===== src/rtl/rx_ring_with_history_cursor_assert.svh =====
// Assertion macros for the receive ring with history cursor.
// Used by modules that have signals named clk and arst_n in scope.
`ifndef RX_RING_WITH_HISTORY_CURSOR_ASSERT_SVH
`define RX_RING_WITH_HISTORY_CURSOR_ASSERT_SVH

`ifndef ASSERT_OFF
// condition holds at every edge outside reset
`define RXH_ASSERT_ALWAYS(lbl, cond, msg) \
	lbl: assert property (@(posedge clk) disable iff (!arst_n) (cond)) else $error(msg);
// consequent holds in the cycle after the antecedent
`define RXH_ASSERT_NEXT(lbl, ante, cons, msg) \
	lbl: assert property (@(posedge clk) disable iff (!arst_n) (ante) |=> (cons)) \
		else $error(msg);
`else
`define RXH_ASSERT_ALWAYS(lbl, cond, msg)
`define RXH_ASSERT_NEXT(lbl, ante, cons, msg)
`endif

`endif


===== src/rtl/rxh_pkg.sv =====
// Shared types and constants for the receive ring with history cursor.
// No dependencies.
package rxh_pkg;

	localparam int DEPTH_DEF    = 8192;
	localparam int MAX_READ_DEF = 64;

	localparam int MODE_W = 3;
	localparam int BYTE_W = 8;
	localparam int CNT_W  = 7;

	localparam logic [MODE_W-1:0] MODE_RECEIVE      = 3'd0;
	localparam logic [MODE_W-1:0] MODE_READ_UNREAD  = 3'd1;
	localparam logic [MODE_W-1:0] MODE_DISCARD      = 3'd2;
	localparam logic [MODE_W-1:0] MODE_READ_HISTORY = 3'd3;
	localparam logic [MODE_W-1:0] MODE_REWIND       = 3'd4;

	typedef struct packed {
		logic [MODE_W-1:0] mode;
		logic [BYTE_W-1:0] data;
		logic [CNT_W-1:0]  cnt;
	} cmd_t;

	typedef struct packed {
		logic [BYTE_W-1:0] data;
		logic              valid;
		logic              last;
		logic              avail;
	} res_t;

endpackage


===== src/rtl/rxh_outq.sv =====
// Four-entry result queue between the back end and the result ports.
// Depends on rxh_pkg.
module rxh_outq (
	input  logic          clk,
	input  logic          arst_n,
	input  logic          res_push,
	input  rxh_pkg::res_t res,
	output logic [2:0]    cnt,
	output logic          empty,
	input  logic          pop,
	output rxh_pkg::res_t head
);

	rxh_pkg::res_t q_q [4];
	logic [1:0]    wr_q;
	logic [1:0]    rd_q;
	logic [2:0]    cnt_q;
	logic          rd_en;

	assign empty = (cnt_q == 3'd0);
	assign cnt   = cnt_q;
	assign rd_en = pop && !empty;
	assign head  = q_q[rd_q];

	always_ff @(posedge clk) begin
		if (res_push) begin
			q_q[wr_q] <= res;
		end
	end

	always_ff @(posedge clk or negedge arst_n) begin
		if (!arst_n) begin
			wr_q  <= 2'd0;
			rd_q  <= 2'd0;
			cnt_q <= 3'd0;
		end else begin
			if (res_push) begin
				wr_q <= wr_q + 2'd1;
			end
			if (rd_en) begin
				rd_q <= rd_q + 2'd1;
			end
			cnt_q <= cnt_q + {2'b00, res_push} - {2'b00, rd_en};
		end
	end

endmodule


===== config.mk =====
export PLATFORM = sky130hd
export DESIGN_NAME = rxh_outq
export DESIGN_NICKNAME = d
export VERILOG_FILES = /design/src/rtl/rx_ring_with_history_cursor_assert.svh /design/src/rtl/rxh_pkg.sv /design/src/rtl/rxh_outq.sv
export SDC_FILE = /design/constraint.sdc
export NUM_CORES = 1
export LEC_CHECK = 0
export ABC_CLOCK_PERIOD_IN_PS = 3650
export BUFFER_PORTS_ARGS = -buffer_cell sky130_fd_sc_hd__buf_2
export CAP_MARGIN = 20
export CORE_ASPECT_RATIO = 0.7
export CORE_MARGIN = 5
export CORE_UTILIZATION = 50
export DETAILED_ROUTE_END_ITERATION = 8
export GPL_ROUTABILITY_DRIVEN = 0
export PLACE_DENSITY = 0.68
export SETUP_SLACK_MARGIN = 0.1
export SLEW_MARGIN = 10
export SYNTH_ARGS = -nofsm -noshare
export SYNTH_HDL_FRONTEND = slang
export SYNTH_SLANG_ARGS = --single-unit
export TNS_END_PERCENT = 100

===== constraint.sdc =====
create_clock -name clk -period 3.65 [get_ports clk]
set_input_delay 0.365 -clock clk [delete_from_list [all_inputs] [get_ports clk]]
set_output_delay 0.365 -clock clk [all_outputs]
set_load 0.03 [all_outputs]

# After elaboration in Yosys (flattened, before gate mapping)
# Memory sizes are Yosys's and may differ from the RTL's.
# Index checks and enable logic that the tools add are counted.
# op_classes
add_sub_neg	4
muxes	2
n_reduce_logical	3
# op_table
op	n
adder 2 x 1 -> 2 bit, second input constant	2
adder 3 x 1 -> 3 bit	1
logical NOT 3 bit	1
subtractor 3 x 1 -> 3 bit	1
two-way mux 1 bit	2
logical AND 1 bit	1
logical NOT 1 bit	1
# totals
reg_bits	7
ram_bits	44
inputBits	15
output_inout_bits	15
wordCells	13
memories	1
# memory_table
memory	depth	word_bits	rd	rd_ports_with_merged_regs	wr	line_no	rtl
q_q	4	11	1	0	1	rxh_outq.sv:14	rxh_pkg::res_t q_q [4];

# Depth between registers and ports, before layout
# depth
ltp_word	4
ltp_mapped	9

# Worst setup path before layout
# Ideal clock, no wire load.
# synth_timing
path_kind	reg2reg
from	reg cnt_q[1], in the netlist cnt[1]
to	reg cnt_q[2], in the netlist cnt[2]
setup_ps	138
arrival_ps	2089
required_ps	3512
path_slack_ps	1423
path_stages_with_launch	10
synth_period_minus_slack_ps	2227
path_cell_list	dfrtp_1 -> o31ai_1 -> inv_1 -> ha_1 -> inv_1 -> ha_1 -> inv_1 -> fa_1 -> xnor2_1 -> xnor2_1
# synth_via
elab_chain_cells	4
# synth_rtl
item	line_no	rtl
start: declaration	rxh_outq.sv:17	logic [2:0] cnt_q;
start signal: assignment	rxh_outq.sv:43	cnt_q <= cnt_q + {2'b00, res_push} - {2'b00, rd_en};
logical NOT 3 bit	rxh_outq.sv:20	assign empty = (cnt_q == 3'd0);
logical NOT 1 bit	rxh_outq.sv:22	assign rd_en = pop && !empty;
logical AND 1 bit	rxh_outq.sv:22	
via rd_en	rxh_outq.sv:18	logic rd_en;
subtractor 3 x 1 -> 3 bit	rxh_outq.sv:43	
# The timed path passes the listed nets, and every way through them passes these cells.
# A chain may end at the register's enable or synchronous reset.

==> impl_metrics.env <==
export IMPL_status="complete, no violations"
export IMPL_dr_pass1_iters=3
export IMPL_hold_viol_final=0
export IMPL_row_count=19
export IMPL_hp_start="res[1]"
export IMPL_slowest_delay_ps=840
export IMPL_async_flop_share=0.1373
export IMPL_p_leak_nw=0.8501
export IMPL_nets=149
export IMPL_power_total_mw=1.868
export IMPL_grt_max_degree=15
export IMPL_clock_skew_ps=5.794
export IMPL_fin_hold_ws_ps=283.1
export IMPL_clkLatencyLatePin_ps=290
export IMPL_postCtsResizedCells=0
export IMPL_setup_worst_path_start="rd_q[0]"
export IMPL_via_count=931
export IMPL_fmax_mhz=424.1
export IMPL_period_needed_ps=2358
export IMPL_io_pins=30
export IMPL_place_inst=171
export IMPL_slew_headroom=0.4965
export IMPL_ant_nets=0
export IMPL_setup_ws_ps=1292
export IMPL_maxCapViolCount=0
export IMPL_drv_slew=0
export IMPL_hold_class="input pin to flip-flop"
export IMPL_cp_end_kind="output pin"
export IMPL_antenna_found_initial=0
export IMPL_syn_nets=114
export IMPL_yosys_cell_count_top_type="edfxtp_1"
export IMPL_slowest_stage="dfrtp_1"
export IMPL_placed_area_mm2=0.002186
export IMPL_synth_top_cell_by_area="edfxtp_1"
export IMPL_cp_required_ps=3280
export IMPL_clockRootBuffer="clkbuf_8"
export IMPL_r2r_end="cnt[2]"
export IMPL_cts_inserted_buffers=5
export IMPL_synth_seq_cells=51
export IMPL_final_core_util=0.5877
export IMPL_arrival_ps=1990
export IMPL_critical_path_class="flip-flop to output pin"
export IMPL_path_cells="mux4_1 > buf_2"
export IMPL_grt_total_usage=0.1304
export IMPL_synth_top_cell_area_share=0.6633
export IMPL_pwr_density_cell_mw_per_mm2=820.4
export IMPL_diodes=0
export IMPL_overflow=0
export IMPL_cp_top_family="flip-flops"
export IMPL_clockBufferDepth=2
export IMPL_drc=0
export IMPL_final_cell_area_mm2=0.002277
export IMPL_vias_per_cell=5.172
export IMPL_worstSetupStartpointType="flip-flop"
export IMPL_synth_area_top_cells="edfxtp_1 66%, mux4_2 9.0%, dfrtp_1 8.8%"
export IMPL_grt_pass1_vias=1038
export IMPL_r2r_slack_ps=1400
export IMPL_dpl_worst_slack_ps=1383
export IMPL_area_growth_pct=14.32
export IMPL_synthDistinctLibCells=17
export IMPL_drtIter0Drc=48
export IMPL_worstPathMaxFanout=13
export IMPL_grt_setup_unrepaired="no"
export IMPL_dieWidth_um=85.44
export IMPL_synth_ff_type="edfxtp_1"
export IMPL_ys_warn_count=0
export IMPL_dieArea_mm2=0.005366
export IMPL_ff2ff_path_depth=9
export IMPL_htreeDepth=2
export IMPL_synth_area_mm2=0.001992
export IMPL_synthCells=92
export IMPL_fin_cells=180
export IMPL_peakVddDrop_mv=0.4501
export IMPL_tightest_slew_ps=755.2
export IMPL_synth_edf_count=44
export IMPL_critPathCapture="head[1]"
export IMPL_avgSynthCellArea_um2=21.65
export IMPL_cp_buffers_inverters=1
export IMPL_wl_um=3142
export IMPL_fin_tns_setup_ps=0
export IMPL_period_share=0.6461
export IMPL_ys_seq_area_frac=0.7513
export IMPL_grt_pass1_wl_um=5181
export IMPL_r2r_start="cnt[1]"
export IMPL_die_h_um=62.81
export IMPL_ys_top_cells_by_count="44 x edfxtp_1, 8 x mux4_2, 7 x dfrtp_1, 7 x inv_1, 6 x ha_1"
export IMPL_io_buffers=29
export IMPL_initial_core_util=0.5140
export IMPL_coreArea_mm2=0.003875
export IMPL_cts_sinks=51
export IMPL_clk_pin_slew_ps=90
export IMPL_wl_per_cell_um=17.46
export IMPL_drive_above_1_share=0.3359
export IMPL_setup_viol=0
export IMPL_cts_tree="done"
export IMPL_cp_depth=2
==> power breakdown <==
| group | internal [mW] | total [mW] | switching (mW) |
|---|---|---|---|
| combinational | 0.268 | 0.669 | 0.400 |
| sequential | 0.778 | 0.901 | 0.123 |
| clock | 0.135 | 0.299 | 0.164 |
| total | 1.18 | 1.87 | 0.688 |
==> cell families after synthesis <==
family / Yosys count / synth area share
flops: 51 / 0.7513
mux: 11 / 0.1300
buf+inv: 9 / 0.02136
fa+ha+maj: 7 / 0.04774
simple gates: 6 / 0.01695
xor+xnor: 5 / 0.02198
compound gates: 3 / 0.01068
==> worst min-delay path by stage <==
stage	end	cells after the start	slack, ps
detailed placement	rd_q[0]	1	210
floorplan	cnt[0]	0	70
global placement	rd_q[0]	1	210
finish	q_q[1][1]	1	280
CTS	q_q[3][1]	1	270
global route	q_q[1][1]	1	270
==> layout make-up <==
cell class	instances	area (um2)
Tap cell	52	65.06
Fill cell	298	1598
Multi-Input combinational cell	32	452.9
Clock inverter	1	5.005
Clock buffer	7	76.32
Timing Repair Buffer	30	155.1
Inverter	7	26.28
Sequential cell	51	1496
==> registers in the layout, summed over array words and instances, names as in the netlist <==
register	count
q_q	44
rd_q	2
cnt	3
wr_q	2
==> worst reg2reg max path, delay by kind of cell, from the launching register on <==
kind | cells | cell delay [ps]
fa+ha+maj | 3 | 780
flops | 1 | 460
xor+xnor | 2 | 320
buf+inv | 3 | 200
compound gates | 1 | 420
==> metal layers <==
metal / part of all wire / track usage / vias to the layer above
li1: - / - / 430
met1: 0.43 / 0.1618 / 476
met2: 0.50 / 0.2093 / 20
met3: 0.058 / 0.04480 / 5
met4: 0.012 / 0.05336 / 0
met5: 0 / 0 / -
==> cells in the final DEF, fill, tap and decap left out <==
cell type	count
and2_1	4
buf_2	29
clkbuf_1	2
clkbuf_8	5
clkinv_2	1
dfrtp_1	7
dlygate4sd3_1	1
edfxtp_1	44
fa_1	1
ha_1	6
inv_1	7
mux4_1	3
mux4_2	8
nand2_1	1
nor3_1	1
o21ai_0	1
o311ai_0	1
o31ai_1	1
xnor2_1	4
xor2_1	1
==> timing repair <==
action,in CTS,in global routing
hold endpoints to repair,7,0
hold buffers,1,0
setup buffers,0,0
No activity file was read; power rests on OpenSTA's default activity.
