File: config.mk
export PLATFORM = sky130hd
export DESIGN_NAME = rxh_front
export DESIGN_NICKNAME = d
export VERILOG_FILES = /design/src/rtl/rx_ring_with_history_cursor_assert.svh /design/src/rtl/rxh_pkg.sv /design/src/rtl/rxh_front.sv
export SDC_FILE = /design/constraint.sdc
export NUM_CORES = 1
export LEC_CHECK = 0
export ABC_CLOCK_PERIOD_IN_PS = 5150
export BUFFER_PORTS_ARGS = -buffer_cell sky130_fd_sc_hd__buf_2
export CORE_UTILIZATION = 55
export CTS_CLUSTER_DIAMETER = 80
export DETAILED_ROUTE_END_ITERATION = 7
export GPL_ROUTABILITY_DRIVEN = 0
export HOLD_SLACK_MARGIN = 0.15
export PLACE_DENSITY = 0.91
export SLEW_MARGIN = 40
export SYNTH_ARGS = -nofsm -noshare
export SYNTH_HDL_FRONTEND = slang
export SYNTH_SLANG_ARGS = --single-unit
export TNS_END_PERCENT = 30
File: constraint.sdc
create_clock -name clk -period 5.15 [get_ports clk]
set_clock_uncertainty 0.05 [all_clocks]
set_input_delay 0.7725 -clock clk [delete_from_list [all_inputs] [get_ports clk]]
set_output_delay 0.7725 -clock clk [all_outputs]
set_load 0.02 [all_outputs]
File: src/rtl/rx_ring_with_history_cursor_assert.svh
// Assertion macros for the receive ring with history cursor.
// Used by modules that have signals named clk and arst_n in scope.
`ifndef RX_RING_WITH_HISTORY_CURSOR_ASSERT_SVH
`define RX_RING_WITH_HISTORY_CURSOR_ASSERT_SVH

`ifndef ASSERT_OFF
// condition holds at every edge outside reset
`define RXH_ASSERT_ALWAYS(lbl, cond, msg) \
	lbl: assert property (@(posedge clk) disable iff (!arst_n) (cond)) else $error(msg);
// consequent holds in the cycle after the antecedent
`define RXH_ASSERT_NEXT(lbl, ante, cons, msg) \
	lbl: assert property (@(posedge clk) disable iff (!arst_n) (ante) |=> (cons)) \
		else $error(msg);
`else
`define RXH_ASSERT_ALWAYS(lbl, cond, msg)
`define RXH_ASSERT_NEXT(lbl, ante, cons, msg)
`endif

`endif

File: src/rtl/rxh_pkg.sv
// Shared types and constants for the receive ring with history cursor.
// No dependencies.
package rxh_pkg;

	localparam int DEPTH_DEF    = 8192;
	localparam int MAX_READ_DEF = 64;

	localparam int MODE_W = 3;
	localparam int BYTE_W = 8;
	localparam int CNT_W  = 7;

	localparam logic [MODE_W-1:0] MODE_RECEIVE      = 3'd0;
	localparam logic [MODE_W-1:0] MODE_READ_UNREAD  = 3'd1;
	localparam logic [MODE_W-1:0] MODE_DISCARD      = 3'd2;
	localparam logic [MODE_W-1:0] MODE_READ_HISTORY = 3'd3;
	localparam logic [MODE_W-1:0] MODE_REWIND       = 3'd4;

	typedef struct packed {
		logic [MODE_W-1:0] mode;
		logic [BYTE_W-1:0] data;
		logic [CNT_W-1:0]  cnt;
	} cmd_t;

	typedef struct packed {
		logic [BYTE_W-1:0] data;
		logic              valid;
		logic              last;
		logic              avail;
	} res_t;

endpackage

File: src/rtl/rxh_front.sv
// Front end: accepts requests, drops unused modes, clamps the read count,
// and holds them in a two-entry command queue. Depends on rxh_pkg.
module rxh_front #(
	parameter int MAX_READ = rxh_pkg::MAX_READ_DEF
) (
	input  logic                        clk,
	input  logic                        arst_n,
	input  logic                        push,
	output logic                        full,
	input  logic [rxh_pkg::MODE_W-1:0]  mode,
	input  logic [rxh_pkg::BYTE_W-1:0]  rx_byte,
	input  logic [rxh_pkg::CNT_W-1:0]   read_count,
	output logic                        cmd_vld,
	output rxh_pkg::cmd_t               cmd,
	input  logic                        cmd_pop
);

	rxh_pkg::cmd_t cmdq_q [2];
	logic          wr_q;
	logic          rd_q;
	logic [1:0]    cnt_q;
	logic          keep;
	logic          wr_en;
	rxh_pkg::cmd_t cls;

	always_comb begin
		keep = (mode == rxh_pkg::MODE_RECEIVE) || (mode == rxh_pkg::MODE_READ_UNREAD) ||
			(mode == rxh_pkg::MODE_DISCARD) || (mode == rxh_pkg::MODE_READ_HISTORY) ||
			(mode == rxh_pkg::MODE_REWIND);
		cls.mode = mode;
		cls.data = rx_byte;
		cls.cnt  = (read_count > rxh_pkg::CNT_W'(MAX_READ)) ?
			rxh_pkg::CNT_W'(MAX_READ) : read_count;
	end

	assign full    = (cnt_q == 2'd2);
	assign wr_en   = push && !full && keep;
	assign cmd_vld = (cnt_q != 2'd0);
	assign cmd     = cmdq_q[rd_q];

	always_ff @(posedge clk) begin
		if (wr_en) begin
			cmdq_q[wr_q] <= cls;
		end
	end

	always_ff @(posedge clk or negedge arst_n) begin
		if (!arst_n) begin
			wr_q  <= 1'b0;
			rd_q  <= 1'b0;
			cnt_q <= 2'd0;
		end else begin
			if (wr_en) begin
				wr_q <= !wr_q;
			end
			if (cmd_pop) begin
				rd_q <= !rd_q;
			end
			cnt_q <= cnt_q + {1'b0, wr_en} - {1'b0, cmd_pop};
		end
	end

endmodule

# --- Word-level counts from Yosys, hierarchy flattened ---
# Memories as Yosys holds them, arrays and structs flattened.
# Cells that the tools add are included.
op_classes:
  n_addsub: 2
  n_lt_le_gt_ge: 1
  n_eq_ne: 5
  mux: 3
  reduce_logical: 11
ops:
  columns: ["cell", "count"]
  rows:
  - ["7-bit > comparator (second input constant)", 1]
  - ["7-bit two-way mux", 1]
  - ["3-bit by 2-bit == test with 1-bit output (second input constant)", 2]
  - ["1-bit logical OR", 4]
  - ["3-bit by 1-bit == test with 1-bit output (second input constant)", 1]
  - ["3-bit == test (second input constant)", 1]
  - ["1-bit logical NOT", 3]
  - ["3-bit logical NOT", 1]
  - ["2-bit by 1-bit adder with 2-bit output", 1]
  - ["2-bit == test (second input constant)", 1]
  - ["1-bit logical AND", 2]
  - ["1-bit two-way mux", 2]
  - ["2-bit nonzero test", 1]
  - ["2-bit by 1-bit subtractor with 2-bit output", 1]
totals:
  reg_bits: 4
  ram_bits: 36
  output_inout_bits: 20
  mem_count: 1
mem_list:
  columns: ["memory", "words", "word_bits", "rd", "rd_clocked_by_memory_dff", "write_ports", "line_no", "source"]
  rows:
  - ["cmdq_q", 2, 18, 1, 0, 1, "rxh_front.sv:18", "rxh_pkg::cmd_t cmdq_q [2];"]

# --- Longest topological paths before layout ---
depth:
  depth_word: 8
  depth_mapped: 7
  depth_no_buf: 7

# --- Worst setup path before layout ---
# No wires, ideal clock.
synth_timing:
  path_kind: "input to register"
  startpoint: "input port mode[1] in the netlist's numbering"
  endpoint: "memory cmdq_q[1][0] in the netlist's numbering, enable pin"
  arrival_ps: 1985
  required_time_ps: 4707
  slack_ps: 2722
  stages: 3
  path_buffers: 0
  cell_sequence: "o21ai_0 nand3b_4 nor2_1"
synth_between:
  elab_chain_cells: 8
  word_cells_on_any_way: 12
synth_lines:
  columns: ["element", "line_no", "source"]
  rows:
  - ["start: declaration", "rxh_front.sv:10", "input logic [rxh_pkg::MODE_W-1:0] mode,"]
  - ["3-bit by 1-bit == test with 1-bit output or 3-bit logical NOT (tied branches)", "rxh_front.sv:27", "keep = (mode == rxh_pkg::MODE_RECEIVE) || (mode == rxh_pkg::MODE_READ_UNREAD) ||"]
  - ["1-bit logical OR (2 in series)", "rxh_front.sv:27", null]
  - ["1-bit logical OR", "rxh_front.sv:28", "(mode == rxh_pkg::MODE_DISCARD) || (mode == rxh_pkg::MODE_READ_HISTORY) ||"]
  - ["1-bit logical OR *", "rxh_front.sv:28", null]
  - ["1-bit logical AND *", "rxh_front.sv:37", "assign wr_en = push && !full && keep;"]
  - ["1-bit two-way mux *", "rxh_front.sv:42", "if (wr_en) begin"]
  - ["1-bit two-way mux (implied by the code) *", "rxh_front.sv:43", "cmdq_q[wr_q] <= cls;"]
  - ["end: declaration", "rxh_front.sv:18", null]
# Every way passes the cells marked *; elsewhere a longest branch is shown, timed or not.

==> impl_metrics.yaml <==
synthesis:
  yosys.area.top_type: "edfxtp_1"
  synth_edf_count: 36
  ys_top_cells_by_area: "edfxtp_1 (67%), mux2_4 (8.4%), mux2_2 (6.3%)"
  ys_ff_latch: 40
  synth_top_area_share_pct: 67.1
  synth-seq-area-share_pct: 73.3
  ys_top_cells_by_count: "edfxtp_1 (36), mux2_2 (9), mux2_4 (9)"
  syn_inst: 81
  ys.flop_type: "edfxtp_1"
  yosysWarnings: 0
  syn_nets: 105
  yosysMostFrequentCell: "edfxtp_1"
  synthArstFlopShare_pct: 10.0
  syn_area_per_cell_um2: 19.9
  netlist_area_um2: 1610
  yosys.cell_types.count: 18
drt:
  drtIter0Drc: 30
  drt_wl_total_um: 2360
  detail-route-antenna-nets: 0
  wl_per_cell_um: 14.8
  detail_route.vias_per_cell: 5.09
  route.detailed.drc: 0
  vias: 810
  drtPass1Iterations: 3
timing:
  tns_ns: 0
  timing.final.crit_share_pct: 47.3
  max_freq_mhz: 411
  drv_slew: 0
  rsz0062_at_grt: "no"
  setup_viol: 0
  period_needed_ns: 2.43
  relSlewSlack_pct: 62.6
  holdWs_ns: 0.459
  worstMarginPinSlew_ns: 0.560
  hold_viol_final: 0
place:
  io_buffers: 41
  place_hpwl_um: 1560
  dp.cells: 150
  dpl_cell_area_um2: 1840
cts:
  postCtsSetupRepairBufs: 0
  htree_levels: 2
  insertion_delay_ns: 0.34
  cts_made_buffers: 5
  clk_pin_slew_ns: 0.10
  clock_sinks: 40
  clockRootBuffer: "clkbuf_4"
  clockBufferDepth: 2
  cts_tree: "yes"
floorplan:
  die_x_um: 56.1
  die_area_um2: 3150
  die_y_um: 56.1
  io_pins: 42
  core_area_um2: 2760
  start_util_pct: 58.4
  row_count: 19
final_layout:
  drive_gt1_share_pct: 57.0
  final_cells: 159
  postLayoutCoreUtil_pct: 69.2
  fin_area_um2: 1910
  nets: 151
  area_growth_pct: 18.4
  antennaDiodeCount: 0
setup_path:
  path_cells: "mux2_2, buf_2"
  setup.worst_path.start_class: "flip-flop"
  slowest_delay_ns: 0.71
  crit_type: "flip-flop to primary output"
  endpoint_kind: "primary output"
  cp_data_required_time_ns: 4.33
  cp_slowest_cell: "dfrtp_2"
  cp.arrival_ns: 1.61
  path_max_fanout: 19
power:
  powerDensity_nw_per_um2: 504
  p_leak_uw: 0.000774
  ir_worst_vdd_uv: 381
global_routing:
  grt_pass1_wl_um: 3810
  gr-total-overflow: 0
  antenna_found_initial: 0
  groute.usage.overall_pct: 17.1
  grt_max_degree: 20
  grt_pass1_vias: 788
worst_hold_path:
  hold_path_class: "flip-flop to flip-flop"
flow_run:
  maxCapViolCount: 0
outcome:
  outcome: "completed"
[logic make-up after synthesis]
kind of cell / synth area share (%)
AOI/OAI and AO/OA: 0.310
xor gates and xnor gates: 2.64
adders and majority gates: 1.55
buffers and inverters: 2.64
DFF: 73.3
muxes: 14.7
and+or+nand+nor: 4.89
[layer usage]
| metal | global-route usage, % | wire length, um | vias up |
|---|---|---|---|
| met5 | 0 | 0 | - |
| met4 | 6.27 | 32 | 0 |
| met3 | 7.67 | 151 | 4 |
| met2 | 24.3 | 1150 | 30 |
| met1 | 23.4 | 1020 | 384 |
| li1 | - | - | 392 |
[layout by cell type, fill, tap and decap left out]
master / synthesis / routed
o21ai_0: 1 / 1
buf_2: 0 / 41
nand3b_4: 1 / 1
xnor2_1: 2 / 2
inv_1: 2 / 2
mux2_4: 9 / 9
clkbuf_8: 0 / 1
edfxtp_1: 36 / 36
or2_2: 1 / 1
dfrtp_2: 0 / 1
dlygate4sd3_1: 0 / 1
clkinv_2: 0 / 2
dfrtp_1: 4 / 3
clkbuf_4: 0 / 5
and2b_1: 1 / 1
xor2_1: 1 / 1
nor2_4: 0 / 2
nor2b_1: 6 / 6
ha_1: 2 / 2
xnor2_2: 1 / 1
mux2_2: 9 / 9
[through the flow]
step                      worst slack, ns  total power [uW]
after floorplan                      2.72               735
after global placement               2.68               799
after detailed placement             2.76               813
after CTS                            2.70               975
after global routing                 2.63              1010
final                                2.72               962
[timing repair]
action,CTS,global route
resized for setup,0,0
hold endpoints to repair,1,0
hold buffers,1,0
[power breakdown]
part	switching [uW]	total (uW)	leakage [uW]	internal [uW]
clock	94.3	159	0.0000380	65.0
sequential	57.7	479	0.000378	421
combinational	165	324	0.000358	159
total	317	962	0.000774	646
[worst max-delay path, delay by kind of cell (launching register included)]
| kind | cells | cell delay, ns |
|---|---|---|
| buffers and inverters | 1 | 0.16 |
| flip-flops | 1 | 0.71 |
| multiplexers | 1 | 0.40 |
[flip-flops by register name (all words and copies together) (netlist names)]
| register | cells |
|---|---|
| rd_q | 1 |
| cmdq_q | 36 |
| wr_q | 1 |
| cnt_q | 2 |
[worst paths after layout]
path | from | end | slack (ns) | cells past startpoint
worst max-delay path | rd_q | cmd[2] | 2.72 | 2
worst min-delay path | cnt_q[1] | cnt_q[1] | 0.46 | 1
worst max register to register | cnt_q[1] | cnt_q[1] | 3.30 | 7
worst min register to register | cnt_q[1] | cnt_q[1] | 0.46 | 1
max in group asynchronous | arst_n | rd_q | 4.18 | 2
min in group asynchronous | arst_n | wr_q | 0.72 | 2
[cell type report]
cell class	instances	area, um2
inverter	2	7.51
tap	31	38.8
multi-input combinational	36	403
timing repair buffer	42	215
clock inverter	2	10.0
fill	195	850
sequential	40	1180
clock buffer	6	51.3
(Power assumes the default switching activity.)
